## src/hdl/byte_stack_array_macros.svh

```systemverilog
// Assertion helpers, used by bsa_ctrl.
`ifndef BYTE_STACK_ARRAY_MACROS_SVH
`define BYTE_STACK_ARRAY_MACROS_SVH

// Same-cycle implication, checked out of reset.
`define BSA_ASSERT_NOW(lbl, ante, cons, msg) \
  lbl: assert property (@(posedge clk) disable iff (rst) (ante) |-> (cons)) else $error(msg);

// Next-cycle implication, checked out of reset.
`define BSA_ASSERT_NEXT(lbl, ante, cons, msg) \
  lbl: assert property (@(posedge clk) disable iff (rst) (ante) |=> (cons)) else $error(msg);

`endif

```

## src/hdl/bsa_pkg.sv

```systemverilog
package bsa_pkg;

  localparam int CAPACITY_DEF = 1024;
  localparam int WORD_BYTES   = 4;
  localparam int OFF_W        = $clog2(WORD_BYTES);

  localparam int TYPE_W    = 3;
  localparam int POS_W     = 11;
  localparam int DATA_W    = 32;
  localparam int FILL_W    = 11;
  localparam int S_TDATA_W = 48;
  localparam int M_TDATA_W = 48;

  typedef enum logic [TYPE_W-1:0] {
    REQ_PUSH_BYTE = 3'd0,
    REQ_POP_BYTE  = 3'd1,
    REQ_PUSH_WORD = 3'd2,
    REQ_POP_WORD  = 3'd3,
    REQ_GET       = 3'd4,
    REQ_SET       = 3'd5,
    REQ_CLEAR     = 3'd6,
    REQ_RESIZE    = 3'd7
  } req_t;

  typedef enum logic [1:0] {
    ST_CLEAR,
    ST_IDLE,
    ST_RESP
  } state_t;

  // per-bank access strobe and write byte
  typedef struct packed {
    logic       we;
    logic       re;
    logic [7:0] wdata;
  } bank_req_t;

endpackage

```

## src/hdl/bsa_bank.sv

```systemverilog
module bsa_bank #(
  parameter int DEPTH  = 256,
  parameter int ADDR_W = 8
) (
  input  logic              clk,
  input  bsa_pkg::bank_req_t req,
  input  logic [ADDR_W-1:0] addr,
  output logic [7:0]        rdata
);
  import bsa_pkg::*;

  logic [7:0] mem [DEPTH];

  always_ff @(posedge clk) begin
    if (req.we) begin
      mem[addr] <= req.wdata;
    end
    if (req.re) begin
      rdata <= mem[addr];
    end
  end

endmodule

```

## config.mk

```make
export PLATFORM = sky130hd
export DESIGN_NAME = bsa_bank
export DESIGN_NICKNAME = d
export VERILOG_FILES = /design/src/hdl/byte_stack_array_macros.svh /design/src/hdl/bsa_pkg.sv /design/src/hdl/bsa_bank.sv
export SDC_FILE = /design/constraint.sdc
export NUM_CORES = 2
export LEC_CHECK = 0
export BUFFER_PORTS_ARGS = -buffer_cell sky130_fd_sc_hd__buf_4
export CORE_MARGIN = 2
export CORE_UTILIZATION = 63
export DETAILED_ROUTE_END_ITERATION = 12
export GPL_TIMING_DRIVEN = 0
export PLACE_DENSITY = 0.79
export SLEW_MARGIN = 20
export SYNTH_ARGS = -nofsm -noshare
export SYNTH_HDL_FRONTEND = slang
export SYNTH_SLANG_ARGS = --single-unit
```

## constraint.sdc

```tcl
create_clock -name clk -period 3.1 [get_ports clk]
set_input_delay 0.62 -clock clk [delete_from_list [all_inputs] [get_ports clk]]
set_output_delay 0.62 -clock clk [all_outputs]
set_load 0.01 [all_outputs]
```

# Word level (Yosys, flattened, before mapping)
# Memories as Yosys holds them, arrays and structs flattened. A register that Yosys moved wholly into a read port is not among the register bits.
# Index checks and enable logic that the tools add are counted.
[word_totals]
mem_count = 1
word_cells = 3
output_inout_bits = 8
ramBits = 2048
ff_bits = 0
inputBits = 19
[memory_table]
columns = ["memory", "depth", "width", "rd", "rd_ports_with_merged_regs", "wr", "line", "rtl"]
rows = [
  ["mem", 256, 8, 1, 1, 1, "bsa_bank.sv:12", "logic [7:0] mem [DEPTH];"],
]
[classes]
mux = 2
[op_table]
columns = ["op", "count"]
rows = [
  ["2-to-1 mux 1 bit", 2],
]

# Logic depth before layout (Yosys ltp)
[logic_depth]
word_depth = 2
depth_mapped = 10
mapped_depth_nobuf = 5

# Worst setup path after synthesis
# No wires, ideal clock.
[synth_timing]
kind = "input -> register"
startpoint = "input port addr[1]"
endpoint = "memory mem[111][0], enable pin"
stages = 9
arrival_time_ns = 2.469
n_path_buf = 5
setup_slack_ns = 0.261
required_time_ns = 2.730
setup_time_ns = 0.370
cell_sequence = "buf_2 -> clkbuf_1 -> clkbuf_1 -> nand2_1 -> buf_2 -> nor2_1 -> nand2_1 -> clkbuf_1 -> nor2_1"
[synth_rtl]
columns = ["element", "line", "rtl"]
rows = [
  ["start: declaration", "bsa_bank.sv:7", "input logic [ADDR_W-1:0] addr,"],
  ["end: declaration", "bsa_bank.sv:12", ""],
]
# No word-level cell before the write port.

==> flow_summary_export.csv <==
group,metric,value,unit
detailed_routing,drt_iter0_drc,7808,
clocking,cts_root_buf,"clkbuf_16",
placed_design,hpwl,130000,um
timing,fin_crit,3.31,ns
clocking,clk_path_buf_depth,3,
detailed_routing,routed_via_density,7.37,
grt,antenna_found_initial,10,
job,drv_cap,0,
synthesis,avgSynthCellArea,22.2,um2
worst_setup_path,worstReg2RegEnd,"rdata[4]$_DFFE_PP_",
timing,drv_slew,0,
worst_setup_path,worstPathRequired,3.53,ns
worst_setup_path,critPathKind,"input pin to flop",
worst_setup_path,worstRegToRegCells,5,
power_and_ir_drop,power,56.4,mW
worst_setup_path,crit_buf_inv,3,
placed_design,place_area,0.0815,mm2
die,die-height,357,um
finish,seqCellArea,0.0617,mm2
die,die_w,357,um
worst_setup_path,r2r_slack,0.14,ns
clocking,numCtsBuffers,190,
worst_setup_path,slowest_delay,0.52,ns
worst_setup_path,worstSetupStartpoint,"addr[1]",
grt,grt_max_degree,133,
grt,grt_pass1_wl,301000,um
timing,fmax,302,MHz
worst_setup_path,arrival,3.74,ns
timing,rsz0062_at_grt,"yes",
detailed_routing,drt_pre_antenna_iters,10,
grt,grt_pass1_vias,40910,
clocking,post-cts-setup-buffers,0,
power_and_ir_drop,powerDensity,633,mW/mm2
clocking,clkSinkCount,2056,
detailed_routing,ant_nets,0,
grt,gr-total-overflow,0,
timing,fin_skew,0.0300,ns
die,ios,27,
worst_setup_path,rr_startpoint,"mem[123][4]$_DFFE_PP_",
outcome,status,"complete, but fails checks",
clocking,clock_latency,0.83,ns
finish,multi_input_area,0.0172,mm2
die,die_area,0.128,mm2
synthesis,yosysUniqueCellTypes,21,
placed_design,port_buffers,22,
power_and_ir_drop,leakage,26.8,nW
worst_setup_path,cp-end-kind,"flop",
synthesis,yosys.area.top_type_share,0.786,
power_and_ir_drop,pwr-share-comb,0.053,
worst_setup_path,crit_end,"rdata[1]$_DFFE_PP_",
detailed_routing,wire_per_inst,38.7,um
finish,filler_cell_count,6551,
worst_setup_path,cp.depth,8,
outcome,violations,"DRC, setup timing",
timing,fin_ws,-0.208,ns
power_and_ir_drop,power_frac_seq,0.544,
grt,grt_usage,0.343,
power_and_ir_drop,switching_share,0.216,
placed_design,pre_cts_slack,-2.33,ns
power_and_ir_drop,ir_worst_vdd,0.821,mV
detailed_routing,finalWirelength,215000,um
worst_setup_path,crit_path_frequent_cell,"buf_2",
detailed_routing,via_count,41010,
synthesis,netlist_area,0.0786,mm2
clocking,cts_htree_levels,4,
finish,final_nets,3800,
worst_setup_path,slowest_stage,"o41ai_1",
clocking,postCtsHoldBufs,0,
synthesis,yosysWarnings,0,
worst_setup_path,cp-start-kind,"input pin",
power_and_ir_drop,switchingPower,12.2,mW
timing,finalSetupViolCount,749,
synthesis,ys_ff_latch,2056,
worst_setup_path,cp_max_fo,10,
clocking,cts_tree,"done",
synthesis,synth_area_leaders,"edfxtp_1 (79%), mux4_2 (15%), a22oi_1 (2.4%)",
finish,drive_above_1_share,0.308,
die,start_util,0.635,
worst_hold_path,hp-class,"input pin to flop",
timing,period_share,1.07,
synthesis,yosysTopAreaCell,"edfxtp_1",
finish,area_growth,13.3,%
timing,setup_tns,-44.37,ns
power_and_ir_drop,p_int,44.2,mW
power_and_ir_drop,clkPwrFrac,0.403,
finish,final_area,0.0890,mm2
worst_setup_path,path_cells,"buf_2 > clkbuf_4 > buf_2 > mux4_2 > a22oi_1 > a21oi_1 > o41ai_1 > nand4_1",
die,core,0.124,mm2
detailed_routing,drc,4,
timing,worstMarginPinSlew,1.24,ns
synthesis,synth_seq_area_share,0.786,
clocking,clk_pin_slew,0.06,ns
placed_design,place.gp.congestion,0.948,
die,std_cell_rows,129,
synthesis,syn_inst,3547,
timing,relSlewSlack,0.174,
synthesis,synth.net_count,3566,
worst_setup_path,cp_top_family,"compound AO/OA/AOI/OAI gates",
timing,final-hold-violation-count,0,
timing,hold_slack,0.0774,ns
-- power groups by stage --
stage / sequential [mW] / clock, mW / combinational, mW
6_report: 30.7 / 22.7 / 2.98
5_1_grt: 30.7 / 23.6 / 3.03
4_1_cts: 30.7 / 22.6 / 2.83
3_5_place_dp: 31.3 / 0 / 2.71
3_3_place_gp: 31.3 / 0 / 2.55
2_1_floorplan: 31.3 / 0 / 1.36
-- layout make-up --
class / instances / share of cell area
flip-flops and latches: 2056 / 0.694
multi-input cells: 1258 / 0.193
clock buffers: 229 / 0.0558
well taps: 1637 / 0.0230
plain buffers: 231 / 0.0153
clock inverters: 104 / 0.0106
repair buffers: 43 / 0.00853
diodes: 3 / 0.0000844
inverters: 1 / 0.0000422
-- worst register-to-register path: cells and delay by family, from the launching register on --
family | cells | cell delay (ns)
multiplexers | 1 | 0.51
flip-flops | 1 | 0.36
AO/OA/AOI/OAI | 3 | 1.26
AND/OR/NAND/NOR | 1 | 0.42
-- synth_stat cells --
cell type,number
buf_6,16
edfxtp_1,2056
and2_1,3
a21oi_1,128
a22oi_1,256
nand2_1,28
buf_2,36
inv_1,1
buf_1,19
nor3_1,30
nand4_1,8
nand2b_1,6
nor2b_1,7
mux4_2,512
or3_1,1
clkbuf_1,145
or2_2,2
nand3_1,13
nor2_1,232
o41ai_1,32
buf_4,16
-- sequential cells by signal (all words and copies together), names as in the netlist --
name and count:
mem 2048, rdata 8
-- repair_timing --
item,4_1_cts,5_1_grt
cloned,0,0
pin swaps,1,11
resized for setup,362,109
endpoints found under the setup margin,1859,582
-- metal layers --
layer	up-vias	part of all wire	track usage
li1	15546	-	-
met4	18	0.066	0.194
met2	3757	0.47	0.521
met1	20922	0.32	0.440
met5	-	0.00059	0
met3	767	0.14	0.120
-- cells by family (layout without fill, tap and decap cells) --
logic type	count (synthesis)	count (layout)	share of synthesized area
muxes	512	512	0.147
AOI/OAI and AO/OA	416	416	0.0362
other	0	3	0
and+or+nand+nor	330	330	0.0173
buffers and inverters	233	608	0.0140
DFF	2056	2056	0.786
-- worst min-delay path by stage --
stage / from / end / slack, ns / cells after the start
final: req[8] / rdata[1]$_DFFE_PP_ / 0.08 / 1
after floorplan: req[0] / mem[0][0]$_DFFE_PP_ / 0.72 / 0
after detailed placement: req[8] / rdata[4]$_DFFE_PP_ / 0.91 / 1
after global routing: req[8] / rdata[0]$_DFFE_PP_ / 0.06 / 1
after global placement: req[8] / rdata[5]$_DFFE_PP_ / 0.90 / 1
after CTS: req[8] / rdata[0]$_DFFE_PP_ / 0.04 / 1
-- through the flow --
stage / utilization / instances
2_1_floorplan: - / 3547
3_3_place_gp: 0.653 / 5206
3_5_place_dp: 0.659 / 5226
4_1_cts: 0.716 / 5558
5_1_grt: 0.719 / 5559
6_report: 0.719 / 5562
-- cell usage in the layout (no fill, tap or decap), drive strengths merged, types with 13 or more instances in the layout --
cell type,netlist,final
a21oi,128,128
a22oi,256,256
buf,87,121
bufinv,0,14
clkbuf,145,380
clkinv,0,81
edfxtp,2056,2056
mux4,512,512
nand2,28,28
nand3,13,13
nor2,232,232
nor3,30,30
o41ai,32,32
(Power assumes the default switching activity.)
