**config.mk**
```make
export PLATFORM = sky130hd
export DESIGN_NAME = bsa_ctrl
export DESIGN_NICKNAME = d
export VERILOG_FILES = /design/src/hdl/bsa_pkg.sv /design/src/hdl/bsa_ctrl.sv
export VERILOG_INCLUDE_DIRS = /design/src /design/src/hdl
export SDC_FILE = /design/constraint.sdc
export NUM_CORES = 1
export LEC_CHECK = 0
export BUFFER_PORTS_ARGS = -buffer_cell sky130_fd_sc_hd__buf_2
export CAP_MARGIN = 20
export CORE_MARGIN = 2
export CORE_UTILIZATION = 49
export CTS_CLUSTER_SIZE = 10
export DETAILED_ROUTE_END_ITERATION = 8
export GPL_TIMING_DRIVEN = 1
export HOLD_SLACK_MARGIN = 0.15
export PLACE_DENSITY = 0.88
export SETUP_SLACK_MARGIN = 0.5
export SYNTH_ARGS = -nofsm -noshare
export SYNTH_HDL_FRONTEND = slang
export SYNTH_SLANG_ARGS = --single-unit
```
**constraint.sdc**
```tcl
create_clock -name clk -period 3.51 [get_ports clk]
set_input_delay 0 -clock clk [delete_from_list [all_inputs] [get_ports clk]]
set_output_delay 0 -clock clk [all_outputs]
set_load 0.05 [all_outputs]
```
**src/hdl/byte_stack_array_macros.svh**
```systemverilog
// Assertion helpers, used by bsa_ctrl.
`ifndef BYTE_STACK_ARRAY_MACROS_SVH
`define BYTE_STACK_ARRAY_MACROS_SVH

// Same-cycle implication, checked out of reset.
`define BSA_ASSERT_NOW(lbl, ante, cons, msg) \
  lbl: assert property (@(posedge clk) disable iff (rst) (ante) |-> (cons)) else $error(msg);

// Next-cycle implication, checked out of reset.
`define BSA_ASSERT_NEXT(lbl, ante, cons, msg) \
  lbl: assert property (@(posedge clk) disable iff (rst) (ante) |=> (cons)) else $error(msg);

`endif

```
**src/hdl/bsa_pkg.sv**
```systemverilog
package bsa_pkg;

  localparam int CAPACITY_DEF = 1024;
  localparam int WORD_BYTES   = 4;
  localparam int OFF_W        = $clog2(WORD_BYTES);

  localparam int TYPE_W    = 3;
  localparam int POS_W     = 11;
  localparam int DATA_W    = 32;
  localparam int FILL_W    = 11;
  localparam int S_TDATA_W = 48;
  localparam int M_TDATA_W = 48;

  typedef enum logic [TYPE_W-1:0] {
    REQ_PUSH_BYTE = 3'd0,
    REQ_POP_BYTE  = 3'd1,
    REQ_PUSH_WORD = 3'd2,
    REQ_POP_WORD  = 3'd3,
    REQ_GET       = 3'd4,
    REQ_SET       = 3'd5,
    REQ_CLEAR     = 3'd6,
    REQ_RESIZE    = 3'd7
  } req_t;

  typedef enum logic [1:0] {
    ST_CLEAR,
    ST_IDLE,
    ST_RESP
  } state_t;

  // per-bank access strobe and write byte
  typedef struct packed {
    logic       we;
    logic       re;
    logic [7:0] wdata;
  } bank_req_t;

endpackage

```
**src/hdl/bsa_ctrl.sv**
```systemverilog
`include "byte_stack_array_macros.svh"

module bsa_ctrl #(
  parameter int CAPACITY = bsa_pkg::CAPACITY_DEF,
  parameter int ROW_W    = 8
) (
  input  logic                         clk,
  input  logic                         rst,
  input  logic                         s_tvalid,
  output logic                         s_tready,
  input  logic [bsa_pkg::TYPE_W-1:0]   req_type,
  input  logic [bsa_pkg::POS_W-1:0]    position,
  input  logic [bsa_pkg::DATA_W-1:0]   data_value,
  output logic                         m_tvalid,
  input  logic                         m_tready,
  output logic [bsa_pkg::DATA_W-1:0]   read_data,
  output logic                         ok,
  output logic [bsa_pkg::FILL_W-1:0]   fill_level,
  output bsa_pkg::bank_req_t           bank_req  [bsa_pkg::WORD_BYTES],
  output logic [ROW_W-1:0]             bank_addr [bsa_pkg::WORD_BYTES],
  input  logic [7:0]                   bank_rdata [bsa_pkg::WORD_BYTES]
);
  import bsa_pkg::*;

  localparam int DEPTH = (CAPACITY + WORD_BYTES - 1) / WORD_BYTES;
  localparam int LVL_W = $clog2(CAPACITY + 1);
  localparam int CW    = ((LVL_W > POS_W) ? LVL_W : POS_W) + 1;

  state_t            state, state_next;
  logic [LVL_W-1:0]  level, level_next;
  logic [ROW_W-1:0]  clr_row;
  logic              clr_done;
  logic              accept;
  logic              out_load;
  logic              ok_c;
  logic              do_wr, do_rd, is_word;
  logic [LVL_W-1:0]  base;
  logic [CW-1:0]     lvl_x, pos_x, cap_x;
  req_t              kind;
  req_t              r_kind;
  logic              r_ok;
  logic [OFF_W-1:0]  r_off;
  logic [DATA_W-1:0] rd_c;

  assign kind     = req_t'(req_type);
  assign lvl_x    = CW'(level);
  assign pos_x    = CW'(position);
  assign cap_x    = CW'(CAPACITY);
  assign accept   = s_tvalid && s_tready;
  assign clr_done = (clr_row == ROW_W'(DEPTH - 1));

  // next state
  always_comb begin
    state_next = state;
    unique case (state)
      ST_CLEAR: if (clr_done) state_next = ST_IDLE;
      ST_IDLE:  if (accept)   state_next = ST_RESP;
      ST_RESP:  if (out_load) state_next = ST_IDLE;
      default:  state_next = ST_CLEAR;
    endcase
  end

  // state outputs
  always_comb begin
    s_tready = 1'b0;
    out_load = 1'b0;
    unique case (state)
      ST_CLEAR: ;
      ST_IDLE:  s_tready = 1'b1;
      ST_RESP:  out_load = !m_tvalid || m_tready;
      default:  ;
    endcase
  end

  // request decode
  always_comb begin
    ok_c       = 1'b0;
    level_next = level;
    base       = level;
    do_wr      = 1'b0;
    do_rd      = 1'b0;
    is_word    = 1'b0;
    unique case (kind)
      REQ_PUSH_BYTE: begin
        if (lvl_x < cap_x) begin
          ok_c       = 1'b1;
          do_wr      = 1'b1;
          level_next = LVL_W'(lvl_x + CW'(1));
        end
      end
      REQ_POP_BYTE: begin
        base = LVL_W'(lvl_x - CW'(1));
        if (level != '0) begin
          ok_c       = 1'b1;
          do_rd      = 1'b1;
          level_next = base;
        end
      end
      REQ_PUSH_WORD: begin
        is_word = 1'b1;
        if (lvl_x + CW'(WORD_BYTES) <= cap_x) begin
          ok_c       = 1'b1;
          do_wr      = 1'b1;
          level_next = LVL_W'(lvl_x + CW'(WORD_BYTES));
        end
      end
      REQ_POP_WORD: begin
        is_word = 1'b1;
        base    = LVL_W'(lvl_x - CW'(WORD_BYTES));
        if (lvl_x >= CW'(WORD_BYTES)) begin
          ok_c       = 1'b1;
          do_rd      = 1'b1;
          level_next = base;
        end
      end
      REQ_GET: begin
        base = LVL_W'(pos_x);
        if (pos_x < lvl_x) begin
          ok_c  = 1'b1;
          do_rd = 1'b1;
        end
      end
      REQ_SET: begin
        base = LVL_W'(pos_x);
        if (pos_x < lvl_x) begin
          ok_c  = 1'b1;
          do_wr = 1'b1;
        end
      end
      REQ_CLEAR: begin
        ok_c       = 1'b1;
        level_next = '0;
      end
      REQ_RESIZE: begin
        if (pos_x <= cap_x) begin
          ok_c       = 1'b1;
          level_next = LVL_W'(pos_x);
        end
      end
      default: ;
    endcase
  end

  // lane steering: bank b holds byte base+k where k = (b - base) mod 4
  always_comb begin
    logic [OFF_W-1:0] k;
    logic [LVL_W-1:0] idx;
    for (int b = 0; b < WORD_BYTES; b++) begin
      k   = OFF_W'(b) - base[OFF_W-1:0];
      idx = LVL_W'(base + LVL_W'(k));
      if (state == ST_CLEAR) begin
        bank_addr[b]      = clr_row;
        bank_req[b].we    = 1'b1;
        bank_req[b].re    = 1'b0;
        bank_req[b].wdata = 8'h00;
      end else begin
        bank_addr[b]      = idx[ROW_W+OFF_W-1:OFF_W];
        bank_req[b].we    = accept && do_wr && (is_word || k == '0);
        bank_req[b].re    = accept && do_rd;
        bank_req[b].wdata = data_value[{k, 3'b000} +: 8];
      end
    end
  end

  // result assembly from registered bank data
  always_comb begin
    logic [DATA_W-1:0] word;
    for (int k = 0; k < WORD_BYTES; k++) begin
      word[8*k +: 8] = bank_rdata[OFF_W'(r_off + OFF_W'(k))];
    end
    rd_c = '0;
    if (r_ok) begin
      case (r_kind) inside
        REQ_POP_WORD:          rd_c = word;
        REQ_POP_BYTE, REQ_GET: rd_c = {{(DATA_W-8){1'b0}}, word[7:0]};
        default:               rd_c = '0;
      endcase
    end
  end

  always_ff @(posedge clk) begin
    if (rst) begin
      state    <= ST_CLEAR;
      level    <= '0;
      clr_row  <= '0;
      m_tvalid <= 1'b0;
    end else begin
      state <= state_next;
      if (state == ST_CLEAR && !clr_done) begin
        clr_row <= ROW_W'(clr_row + 1'b1);
      end
      if (accept) begin
        level <= level_next;
      end
      if (out_load) begin
        m_tvalid <= 1'b1;
      end else if (m_tready) begin
        m_tvalid <= 1'b0;
      end
    end
  end

  always_ff @(posedge clk) begin
    if (accept) begin
      r_kind <= kind;
      r_ok   <= ok_c;
      r_off  <= base[OFF_W-1:0];
    end
    if (out_load) begin
      read_data  <= rd_c;
      ok         <= r_ok;
      fill_level <= FILL_W'(lvl_x);
    end
  end

  `BSA_ASSERT_NOW(a_level_cap, 1'b1, lvl_x <= cap_x, "fill level above capacity")
  `BSA_ASSERT_NEXT(a_accept_resp, accept, state == ST_RESP, "accepted word did not enter response")
  `BSA_ASSERT_NEXT(a_reject_hold, accept && !ok_c, $stable(level), "rejected request moved level")
  `BSA_ASSERT_NOW(a_resp_no_wr, state == ST_RESP, !bank_req[0].we && !bank_req[WORD_BYTES-1].we, "bank write outside accept")

endmodule
```
# Yosys cells after proc, flatten, opt, wreduce, memory -nomap -nowiden
# Index checks and enable logic that the tools add are counted.
[totals] reg_bits=72 input_bits=82 out_inout_bits=118 elab_cells=140
[op_classes] add_sub_neg=16 order_cmp=9 eq_ne=21 n_shift=4 mux=47 bitwise_logic=4 n_reduce_logical=29
[op_table] operator="$shiftx 32x6->8" n=4
[op_table] operator="$mux 8" n=13
[op_table] operator="$pmux 11 s6" n=1
[op_table] operator="$bmux 8 s2" n=4
[op_table] operator="$mux 11" n=5
[op_table] operator="$add 10x2->10" n=4
[op_table] operator="$mux 10" n=4
[op_table] operator="$mux 32" n=1
[op_table] operator="$pmux 10 s3" n=1
[op_table] operator="$ne 2x2->1 const B" n=8
[op_table] operator="$eq 3x3->1 const B" n=5
[op_table] operator="$add 11x3->12 const B" n=1
[op_table] operator="$ge 3x3->1 const B" n=4
[op_table] operator="$le 12x11->1 const B" n=1
[op_table] operator="$not 2->3" n=4
[op_table] operator="$add 11x1->11 const B" n=1
[op_table] operator="$ge 11x3->1 const B" n=1
[op_table] operator="$le 11x11->1 const B" n=1
[op_table] operator="$lt 11x11->1" n=1
[op_table] operator="$lt 11x11->1 const B" n=1
[op_table] operator="$mux 1" n=11
[op_table] operator="$reduce_bool 11->1" n=1
[op_table] operator="$sub 11x1->11 const B" n=1
[op_table] operator="$sub 11x3->11 const B" n=1
[op_table] operator="other kinds (24)" n=51

# Longest topological paths before layout
# Gate-level depths: netlist of the first run.
[depth] depth_word=8 mapped_depth=13 depth_no_buf=11

# Worst setup path before layout of the first run
# No wires, ideal clock.
[synth_timing] path_type="reg-to-output" startpoint="reg level[0]" endpoint="out bank_addr[31] (netlist bit)" arrival_ns=3.881 required_ns=3.510 path_slack_ns=-0.371 stages_incl_launch_ff=14 path_buffers=2 cell_sequence="dfxtp_1 clkbuf_1 inv_1 ha_1 o21ai_0 and2_1 a21o_1 clkbuf_1 ha_1 inv_1 a211o_1 or4_1 nor4_1 mux2i_1"
[synth_lines] element="start, declared" line_no="bsa_ctrl.sv:30" text="logic [LVL_W-1:0] level, level_next;"
[synth_lines] element="start signal, assigned" line_no="bsa_ctrl.sv:193" text="level <= level_next;"
[synth_lines] element="end, declared" line_no="bsa_ctrl.sv:20" text="output logic [ROW_W-1:0] bank_addr [bsa_pkg::WORD_BYTES],"

==> results of run 1 <==
-- final timing paths --
| check | startpoint | to | slack [ns] | cells past startpoint |
|---|---|---|---|---|
| worst max-delay path | level[0]$_SDFFE_PP0P_ | bank_addr[31] | 0.45 | 12 |
| worst max register to register | level[5]$_SDFFE_PP0P_ | level[0]$_SDFFE_PP0P_ | 0.57 | 8 |
| worst min register to register | clr_row[1]$_SDFFE_PP0P_ | clr_row[1]$_SDFFE_PP0P_ | 0.52 | 2 |
| worst min-delay path | position[7] | level[7]$_SDFFE_PP0P_ | 0.18 | 5 |
-- per-stage QoR --
step / cell area (um2) / setup slack (ns)
2_1_floorplan: 7160 / 0.369
3_3_place_gp: 8300 / 0.471
3_5_place_dp: 8300 / 0.423
4_1_cts: 8930 / 0.340
5_1_grt: 9120 / 0.340
6_report: 9120 / 0.454
-- synth_stat cells, types with 6 or more instances --
cell      count
a21o_1        7
a21oi_1      31
a31oi_1       9
nand2_1      51
buf_1         6
ha_1         26
nor2b_1      30
a221oi_1      6
o21ai_0      29
nor4_1       10
o21bai_1      6
xor2_1       10
and2_1       39
edfxtp_1     50
buf_2        20
and3_1       12
nand4_1      11
nand3_1      14
dfxtp_1      22
xnor2_1      14
or3_1         9
inv_1        29
nor3_1       16
or2_2         7
a22oi_1       6
nor2_1       55
mux2i_1      11
clkbuf_1     32
nand2b_1     10
mux4_2       64
-- power groups by stage --
stage	registers (W)	logic (W)	clock network, W
after CTS	0.000904	0.000527	0.000921
after global placement	0.000923	0.000492	0
after detailed placement	0.000923	0.000500	0
final	0.000904	0.000556	0.000904
after floorplan	0.000922	0.000338	0
after global routing	0.000904	0.000593	0.000953
-- area by class of cell --
class | count | share of cell area (%)
clock buffers | 10 | 2.51
clock inverters | 6 | 0.659
inverters | 31 | 1.30
multi-input cells | 564 | 54.6
flip-flops and latches | 72 | 21.4
well taps | 180 | 2.47
repair buffers | 260 | 17.0
-- critical path, stage by stage (launching register included) --
cell,delay [ns]
dfxtp_2,0.35
inv_2,0.06
ha_4,0.21
o21ai_2,0.10
and2_1,0.13
a21o_1,0.14
ha_2,0.19
inv_1,0.04
a211o_1,0.27
or4_4,0.46
nor4_4,0.31
mux2i_4,0.28
buf_6,0.18
-- cell families after synthesis --
| group | count (synthesis) | share of synthesized area, % |
|---|---|---|
| fa+ha+maj | 26 | 4.60 |
| xor+xnor | 24 | 2.97 |
| flops | 72 | 27.5 |
| mux | 78 | 22.4 |
| compound gates | 150 | 15.0 |
| simple gates | 286 | 21.9 |
| buf+inv | 94 | 5.66 |
-- per-layer routing --
| layer | track usage (%) | up-vias | share of wire, % |
|---|---|---|---|
| met5 | 0 | - | 0 |
| met4 | 10.3 | 0 | 3.5 |
| met3 | 6.14 | 86 | 11 |
| met2 | 48.2 | 511 | 48 |
| met1 | 37.6 | 3442 | 38 |
| li1 | - | 3210 | - |
-- timing repair --
action                     in CTS  in global routing
setup endpoints to repair      31                 27
buffers inserted               15                  5
pin swaps                       9                  8
hold buffers                    9                  0
gates resized for setup        39                 31
hold endpoints to repair       14                  0
-- registers in the layout (all words and copies together) (netlist names) --
| name | flops |
|---|---|
| r_ok | 1 |
| r_off | 2 |
| read_data | 32 |
| ok | 1 |
| clr_row | 8 |
| r_kind | 3 |
| level | 11 |
| state | 2 |
| fill_level | 11 |
| m_tvalid | 1 |
==> metrics.md, run 1 <==
| Metric | Value |
|---|---|
| Sw Pwr | 0.000662 W |
| Final design utilization | 65.2% |
| Syn Area/Cell | 9.69 um2 |
| TritonCTS clock tree | built |
| Final hold viol count | 0 |
| Most frequent cells in the layout | buf_2 (186), mux4_2 (64), buf_4 (58) |
| Switching Fraction | 28.0% |
| Placed Cells | 1,076 |
| Crit start category | flip-flop |
| Die X | 124 um |
| Pleak | 3.80 nW |
| Netlist cell types | 77 |
| Die area | 15,400 um2 |
| Comb pwr share | 23.5% |
| Mapped cell area | 7070 um2 |
| Peak VDD IR | 0.000229 V |
| Finished Layout Cells | 1,123 |
| Detail Route Antenna Nets | 0 |
| IO Pins | 200 |
| Area used by multi-input combinational logic | 4980 um2 |
| IO buf count | 199 |
| #FFs+latches synth | 72 |
| Post-synth ARST share | 0% |
| Period utilisation layout | 87.1% |
| First-pass GRT wire length | 34,500 um |
| Die Height | 124 um |
| Setup violations, final | 0 |
| Vias in the first global route | 6,584 |
| Synth top area share | 21.2% |
| Total power | 0.00236 W |
| RSZ-0062 raised after global routing | true |
| Final hold slack | 0.185 ns |
| DR pass1 iterations | 6 |
| Clock network power share | 38.2% |
| Antenna violations before repair | 0 |
| Max-cap violations | 0 |
| Core Area | 14,000 um2 |
| Vias/cell | 6.46 |
| CP Capture Type | output pin |
| Synth Net Count | 838 |
| Worst-Margin Slew | 0.889 ns |
| # rows | 43 |
| Worst skew pair latency | 0.33 ns |
| Slew headroom | 40.7% |
| Post-route DRC | 0 |
| Fill cells | 1,110 |
| EDFF count, synth | 50 |
| Vias | 7,249 |
| Share of cells above drive strength 1 | 42.1% |
| Pwr per Cell Area | 259 nW/um2 |
| Total GRT Usage | 29.0% |
| Req. time, crit path | 3.51 ns |
| Area delta synth->final | 28.9% |
| Routed WL | 22,900 um |
| Antenna cells | 0 |
| CTS Buf Count | 9 |
| Post-layout nets | 1,046 |
| Max Slew Vio Count | 0 |
| Setup total negative slack | 0 ns |
| Critical path class | flip-flop to output pin |
| H-tree Lvls | 3 |
| Clock Sinks | 72 |
| Clock Skew | 0.0108 ns |
| Seq/Total Area, Yosys | 27.5% |
| Sequential power share | 38.2% |
| Leading area contributor after synthesis | edfxtp_1 |
| CTS Buffer Depth | 2 |
| Synth warnings | 0 |
| Worst-path clk slew | 0.06 ns |
| Top cells by area, synth | edfxtp_1 (21%), mux4_2 (20%), dfxtp_1 (6.2%) |
| Final Wtd Congestion | 1.04 |
| Top_reg_cell synth | edfxtp_1 |
| CP arrival | 3.06 ns |
| Initial Util | 50.6% |
| Largest net degree at the start of global routing | 57 |
| Commonest non-fill, non-tap cell in the layout | buf_2 |
| Worst-path fanout max | 3 |
| Clock root buffer master | clkbuf_16 |
| Detail Placement HPWL | 16,800 um |
| Tmin final | 3.06 ns |
| Grt ovf | 0 |
| Status | complete, no violations |
| Synthesized instance count | 730 |
| Fmax | 0.327 GHz |
| DRT iter0 DRCs | 974 |
| WL per Instance | 20.4 um |
| FF/Latch Area | 1950 um2 |
| Min-Delay Path Class | primary input to flip-flop |
| Internal | 0.00170 W |
Power figures use the tool's default switching activity.
==> run 2: changes to the inputs <==
--- a/config.mk
+++ b/config.mk
@@ -10,6 +10,7 @@
 export CAP_MARGIN = 20
 export CORE_MARGIN = 2
 export CORE_UTILIZATION = 49
+export CTS_BUF_LIST = sky130_fd_sc_hd__clkbuf_16
 export CTS_CLUSTER_SIZE = 10
 export DETAILED_ROUTE_END_ITERATION = 8
 export GPL_TIMING_DRIVEN = 1
==> run 2 against run 1 <==
  * Register-to-register slack barely moved
  * Clock-buffer cell count decreased by 1
  * Maximum frequency is essentially flat
  * Sequential share of layout area unchanged
  * Design area did not move
  * Clock skew about the same
  * Wire length about the same
  * Total power decreased by 0.13%
  * Via count barely moved
  * First-iteration DRC count did not move
  * Global-route usage is the same
  * Worst hold slack better by 0.0020 ns
  * Highest routed layer unchanged
==> metrics.md, run 2 (synthesized netlist as in run 1, its figures left out) <==
| Metric | Value |
|---|---|
| Max reg flops | 32 (unchanged) |
| Hold Crit Depth | 5 (unchanged) |
| Total GRT Usage | 29.0% (unchanged) |
| Pleak | 3.81 nW (+0.11%) |
| Largest net degree at the start of global routing | 57 (unchanged) |
| Routed WL | 22,900 um (about the same) |
| Vias | 7,252 (+0.041%) |
| FF/Latch Area | 1950 um2 (unchanged) |
| Vias/cell | 6.46 (about the same) |
| CP Capture Type | output pin |
| Critical path class | flip-flop to output pin |
| Detail Placement HPWL | 16,800 um (unchanged) |
| Most frequent cells in the layout | buf_2 (186), mux4_2 (64), buf_4 (58) |
| Crit-path cells | inv_2, ha_4, o21ai_2, and2_1, a21o_1, ha_2, inv_1, a211o_1, or4_4, nor4_4, mux2i_4, buf_6 |
| DRT iter0 DRCs | 974 (unchanged) |
| Die area | 15,400 um2 (unchanged) |
| Largest Register | read_data |
| DR pass1 iterations | 6 (unchanged) |
| Fmax | 0.327 GHz (about the same) |
| Final Wtd Congestion | 1.04 (unchanged) |
| Crit path largest cell delay | 0.46 ns (about the same) |
| Post-route DRC | 0 (unchanged) |
| RSZ-0062 raised after global routing | true |
| Detail Route Antenna Nets | 0 (unchanged) |
| # rows | 43 (unchanged) |
| Commonest non-fill, non-tap cell in the layout | buf_2 |
| Tmin final | 3.06 ns (+0.000955 ns) |
| TritonCTS clock tree | built |
| Reg2Reg Depth | 8 (unchanged) |
| Clock Skew | 0.0107 ns (-0.000113 ns) |
| Share of cells above drive strength 1 | 42.1% (unchanged) |
| Vias in the first global route | 6,584 (unchanged) |
| WL per Instance | 20.4 um (about the same) |
| CP top delay family | simple AND/OR/NAND/NOR gates |
| CP bufs+invs | 3 (unchanged) |
| CTS Buffer Depth | 2 (unchanged) |
| Status | complete, no violations |
| Min-Delay Path Class | primary input to flip-flop |
| Crit start category | flip-flop |
| Worst-path clk slew | 0.06 ns (about the same) |
| Post-layout nets | 1,046 (unchanged) |
| First-pass GRT wire length | 34,500 um (unchanged) |
| H-tree Lvls | 3 (unchanged) |
| Finished Layout Cells | 1,123 (unchanged) |
| Period utilisation layout | 87.1% (about the same) |
| Largest registers | read_data: 32 flops, fill_level: 11 flops, level: 11 flops |
| Antenna violations before repair | 0 (unchanged) |
| Antenna cells | 0 (unchanged) |
| Worst-Margin Slew | 0.883 ns (-0.00569 ns) |
| IO buf count | 199 (unchanged) |
| Slew headroom | 41.1% (+0.38 points) |
| Die X | 124 um (unchanged) |
| Placed Cells | 1,076 (unchanged) |
| Setup total negative slack | 0 ns (unchanged) |
| Clock root buffer master | clkbuf_16 |
| Setup violations, final | 0 (unchanged) |
| Max-cap violations | 0 (unchanged) |
| Max Slew Vio Count | 0 (unchanged) |
| Initial Util | 50.6% (unchanged) |
| Grt ovf | 0 (unchanged) |
| CP arrival | 3.06 ns (about the same) |
| Worst skew pair latency | 0.33 ns (about the same) |
| Levels on crit path | 12 (unchanged) |
| Area delta synth->final | 28.9% (unchanged) |
| Area used by multi-input combinational logic | 4980 um2 (unchanged) |
| Fill cells | 1,110 (unchanged) |
| Die Height | 124 um (unchanged) |
| Core Area | 14,000 um2 (unchanged) |
| CP max stage cell | or4_4 |
| Peak VDD IR | 0.000230 V (+0.44%) |
| IO Pins | 200 (unchanged) |
| Pwr per Cell Area | 259 nW/um2 (-0.13%) |
| CTS Buf Count | 9 (unchanged) |
| Clock Sinks | 72 (unchanged) |
| Req. time, crit path | 3.51 ns (about the same) |
| Final hold viol count | 0 (unchanged) |
| Worst-path fanout max | 3 (unchanged) |
run 2: layer usage:
| metal | routed length, um | part of all wire [%] | GRT usage [%] |
|---|---|---|---|
| met5 | 0 | 0 | 0 |
| met4 | 811 | 3.5 | 10.3 |
| met3 | 2400 | 10 | 6.14 |
| met2 | 11000 | 48 | 48.2 |
| met1 | 8710 | 38 | 37.6 |
run 2: where the power goes:
part / switching, W / internal, W / leakage (nW)
clock: 0.000357 / 0.000544 / 0.146
sequential: 0.00000366 / 0.000900 / 0.652
combinational: 0.000301 / 0.000255 / 3.01
total: 0.000662 / 0.00170 / 3.81
run 2: timing repair:
action | in CTS | in global routing
pin swaps | 9 | 8
endpoints found under the setup margin | 31 | 27
endpoints found under the hold margin | 14 | 0
setup buffers | 15 | 5
hold buffers | 9 | 0
resized for setup | 39 | 31
run 2: layout make-up:
cell class | count | share of cell area [%]
repair buffers | 260 | 17.0
inverters | 31 | 1.30
multi-input cells | 564 | 54.6
well taps | 180 | 2.47
clock buffers | 9 | 2.47
clock inverters | 7 | 0.700
flip-flops and latches | 72 | 21.4
run 2: through the flow:
| step | hold slack [ns] | power, W | instance area (um2) | setup WS (ns) | utilization (%) |
|---|---|---|---|---|---|
| floorplan | 0.0989 | 0.00126 | 7160 | 0.369 | - |
| global placement | 0.306 | 0.00142 | 8300 | 0.471 | 59.3 |
| detailed placement | 0.319 | 0.00142 | 8300 | 0.423 | 59.3 |
| CTS | 0.154 | 0.00235 | 8930 | 0.340 | 63.9 |
| global route | 0.187 | 0.00245 | 9120 | 0.340 | 65.2 |
| finish | 0.187 | 0.00236 | 9120 | 0.453 | 65.2 |
run 2: worst paths after layout:
path | startpoint | endpoint | slack [ns]
max reg2reg | level[5]$_SDFFE_PP0P_ | level[0]$_SDFFE_PP0P_ | 0.57
max | level[0]$_SDFFE_PP0P_ | bank_addr[31] | 0.45
min | position[7] | level[7]$_SDFFE_PP0P_ | 0.19
min reg2reg | clr_row[1]$_SDFFE_PP0P_ | clr_row[1]$_SDFFE_PP0P_ | 0.52
run 2: worst register-to-register path: stages, from the launching register on:
cell and delay, ns:
dfxtp_1 0.34, buf_4 0.21, or3_1 0.29, nor4b_1 0.10, or4_1 0.60, nand2b_1 0.25
or3_1 0.37, a21oi_1 0.14, dlygate4sd3_1 0.57
==> run 3: changes to the inputs <==
--- a/config.mk
+++ b/config.mk
@@ -9,13 +9,13 @@
 export BUFFER_PORTS_ARGS = -buffer_cell sky130_fd_sc_hd__buf_2
 export CAP_MARGIN = 20
 export CORE_MARGIN = 2
-export CORE_UTILIZATION = 49
+export CORE_UTILIZATION = 58
 export CTS_BUF_LIST = sky130_fd_sc_hd__clkbuf_16
 export CTS_CLUSTER_SIZE = 10
 export DETAILED_ROUTE_END_ITERATION = 8
 export GPL_TIMING_DRIVEN = 1
 export HOLD_SLACK_MARGIN = 0.15
-export PLACE_DENSITY = 0.88
+export PLACE_DENSITY = 0.95
 export SETUP_SLACK_MARGIN = 0.5
 export SYNTH_ARGS = -nofsm -noshare
 export SYNTH_HDL_FRONTEND = slang
==> constraint.sdc (replaced) <==
create_clock -name clk -period 3.77 [get_ports clk]
set_input_delay 0 -clock clk [delete_from_list [all_inputs] [get_ports clk]]
set_output_delay 0 -clock clk [all_outputs]
set_load 0.02 [all_outputs]
==> run 3 against run 2 <==
  * Combinational power shrank 10%
  * Total power shrank 7.1%
  * Via count increased by 0.95%
  * Global-route usage up 4.4 points
  * Clock-buffer cell count stayed put
  * Core utilization is 8.8 points higher
  * Critical path depth fell by 3
  * Setup slack better by 0.15 ns
  * Register-to-register slack better by 0.16 ns
  * First-iteration DRC count rose by 3.8%
  * Sequential share of layout area up 0.68 points
  * Final cell count is 3.8% lower
==> metrics.md, run 3 (synthesized netlist as in run 1, its figures left out) <==
| Metric | Value |
|---|---|
| DR pass1 iterations | 6 (unchanged) |
| Fmax | 0.316 GHz |
| Vias | 7,321 (+0.95%) |
| Worst-path fanout max | 10 (+7) |
| Tmin final | 3.17 ns |
| Clock root buffer master | clkbuf_16 |
| TritonCTS clock tree | built |
| Antenna cells | 0 (unchanged) |
| Worst-path clk slew | 0.06 ns (about the same) |
| Status | complete, no violations |
| Peak VDD IR | 0.000183 V (-21%) |
| Setup violations, final | 0 (unchanged) |
| CP arrival | 3.17 ns (+0.11 ns) |
| Vias in the first global route | 6,678 (+1.4%) |
| Setup slack on the worst flop-to-flop path | 0.73 ns (+0.16 ns) |
| CTS Buffer Depth | 2 (unchanged) |
| Req. time, crit path | 3.77 ns (+0.26 ns) |
| Vias/cell | 6.78 (+5.0%) |
| Worst skew pair latency | 0.33 ns (about the same) |
| # rows | 40 (-7.0%) |
| DRT iter0 DRCs | 1,011 (+3.8%) |
| Grt ovf | 0 (unchanged) |
| Die Height | 114 um (-7.8%) |
| Clock Sinks | 72 (unchanged) |
| IO Pins | 200 (unchanged) |
| Largest Register | read_data |
| IO buf count | 199 (unchanged) |
| Critical path class | flip-flop to output pin |
| Max reg flops | 32 (unchanged) |
| Routed WL | 22,700 um (-0.92%) |
| First-pass GRT wire length | 34,200 um (-0.86%) |
| Crit path largest cell delay | 0.49 ns (+0.03 ns) |
| Min-Delay Path Class | primary input to flip-flop |
| Commonest non-fill, non-tap cell in the layout | buf_2 |
| Crit-path cells | clkinvlp_4, ha_2, or3b_4, a32oi_4, nand2_2, or4b_1, or4_1, a31oi_1, buf_4 |
| Die area | 13,100 um2 (-15%) |
| Die X | 114 um (-7.8%) |
| Cell Area, Placed | 8150 um2 (-1.8%) |
| Crit start category | flip-flop |
| Worst-Margin Slew | 1.07 ns (+0.182 ns) |
| Clock Skew | 0.0114 ns (+0.000691 ns) |
| Pwr per Cell Area | 248 nW/um2 (-4.2%) |
| Final Wtd Congestion | 1.05 (+0.83%) |
| Slew headroom | 28.7% (-12 points) |
| Setup total negative slack | 0 ns (unchanged) |
| Final instance area | 8840 um2 (-3.0%) |
| Pleak | 3.71 nW (-2.5%) |
| H-tree Lvls | 3 (unchanged) |
| Core Area | 12,000 um2 (-14%) |
| Post-route DRC | 0 (unchanged) |
| Period utilisation layout | 84.0% |
| Largest net degree at the start of global routing | 57 (unchanged) |
| CTS Buf Count | 9 (unchanged) |
| Total GRT Usage | 33.5% (+4.4 points) |
| WL per Instance | 21.0 um (+3.0%) |
| Final hold viol count | 0 (unchanged) |
| Detail Route Antenna Nets | 0 (unchanged) |
| RSZ-0062 raised after global routing | false |
| Antenna violations before repair | 0 (unchanged) |
| Max Slew Vio Count | 0 (unchanged) |
| Most frequent cells in the layout | buf_2 (198), mux4_2 (64), nor2_1 (55) |
| Post-layout nets | 1,036 (-0.96%) |
| CP max stage cell | or4b_1 |
| Share of cells above drive strength 1 | 38.9% (-3.2 points) |
| Initial Util | 59.1% (+8.6 points) |
| CP Capture Type | output pin |
| Max-cap violations | 0 (unchanged) |
| Area delta synth->final | 25.1% |
| Largest registers | read_data: 32 flops, fill_level: 11 flops, level: 11 flops |
| Detail Placement HPWL | 16,600 um (-1.4%) |
run 3: per-stage QoR:
| stage | setup slack, ns | hold WS (ns) | power, W | std cells | utilization [%] |
|---|---|---|---|---|---|
| global route | 0.437 | 0.204 | 0.00226 | 1080 | 73.9 |
| finish | 0.602 | 0.183 | 0.00219 | 1080 | 73.9 |
| global placement | 0.560 | 0.299 | 0.00129 | 1034 | 68.1 |
| CTS | 0.416 | 0.171 | 0.00215 | 1060 | 71.7 |
| detailed placement | 0.468 | 0.321 | 0.00130 | 1034 | 68.1 |
| floorplan | 0.548 | 0.0989 | 0.00114 | 730 | - |
run 3: worst paths after layout:
path | startpoint | endpoint | cells past startpoint
max reg2reg | level[7]$_SDFFE_PP0P_ | level[0]$_SDFFE_PP0P_ | 7
min reg2reg | level[1]$_SDFFE_PP0P_ | fill_level[1]$_DFFE_PP_ | 0
min | position[7] | level[7]$_SDFFE_PP0P_ | 5
max | level[2]$_SDFFE_PP0P_ | bank_addr[30] | 9
run 3: layout make-up:
type	instances	area, um2
inverters	31	120
repair buffers	250	1470
well taps	147	184
multi-input cells	564	4820
fillers	821	3120
flip-flops and latches	72	1960
clock inverters	7	71.3
clock buffers	9	225
run 3: what timing repair did:
action | in CTS | in global routing
setup endpoints to repair | 37 | 29
hold endpoints to repair | 12 | 0
gates resized for setup | 9 | 19
setup buffers | 1 | 17
gates cloned | 0 | 1
pin swaps | 1 | 3
hold buffers | 9 | 0
run 3: critical path, delay by kind of cell, from the launching register on:
kind	cells	cell delay, ns
buf+inv	2	0.30
simple gates	4	1.43
fa+ha+maj	1	0.21
compound gates	2	0.50
flops	1	0.38
run 3: metal layers:
metal | share of wire (%) | wire length, um | track usage (%) | up-vias
li1 | - | - | - | 3177
met1 | 36 | 8250 | 42.0 | 3455
met2 | 48 | 10800 | 54.7 | 595
met3 | 12 | 2640 | 8.42 | 94
met4 | 4.6 | 1030 | 15.4 | 0
met5 | 0 | 0 | 0 | -
run 3: power by group:
part           switching (W)  internal [W]  leakage (nW)  total [W]
Combinational       0.000256      0.000243          2.92   0.000499
Sequential        0.00000391      0.000837         0.651   0.000841
Clock               0.000341      0.000512         0.139   0.000853
Total               0.000601       0.00159          3.71    0.00219
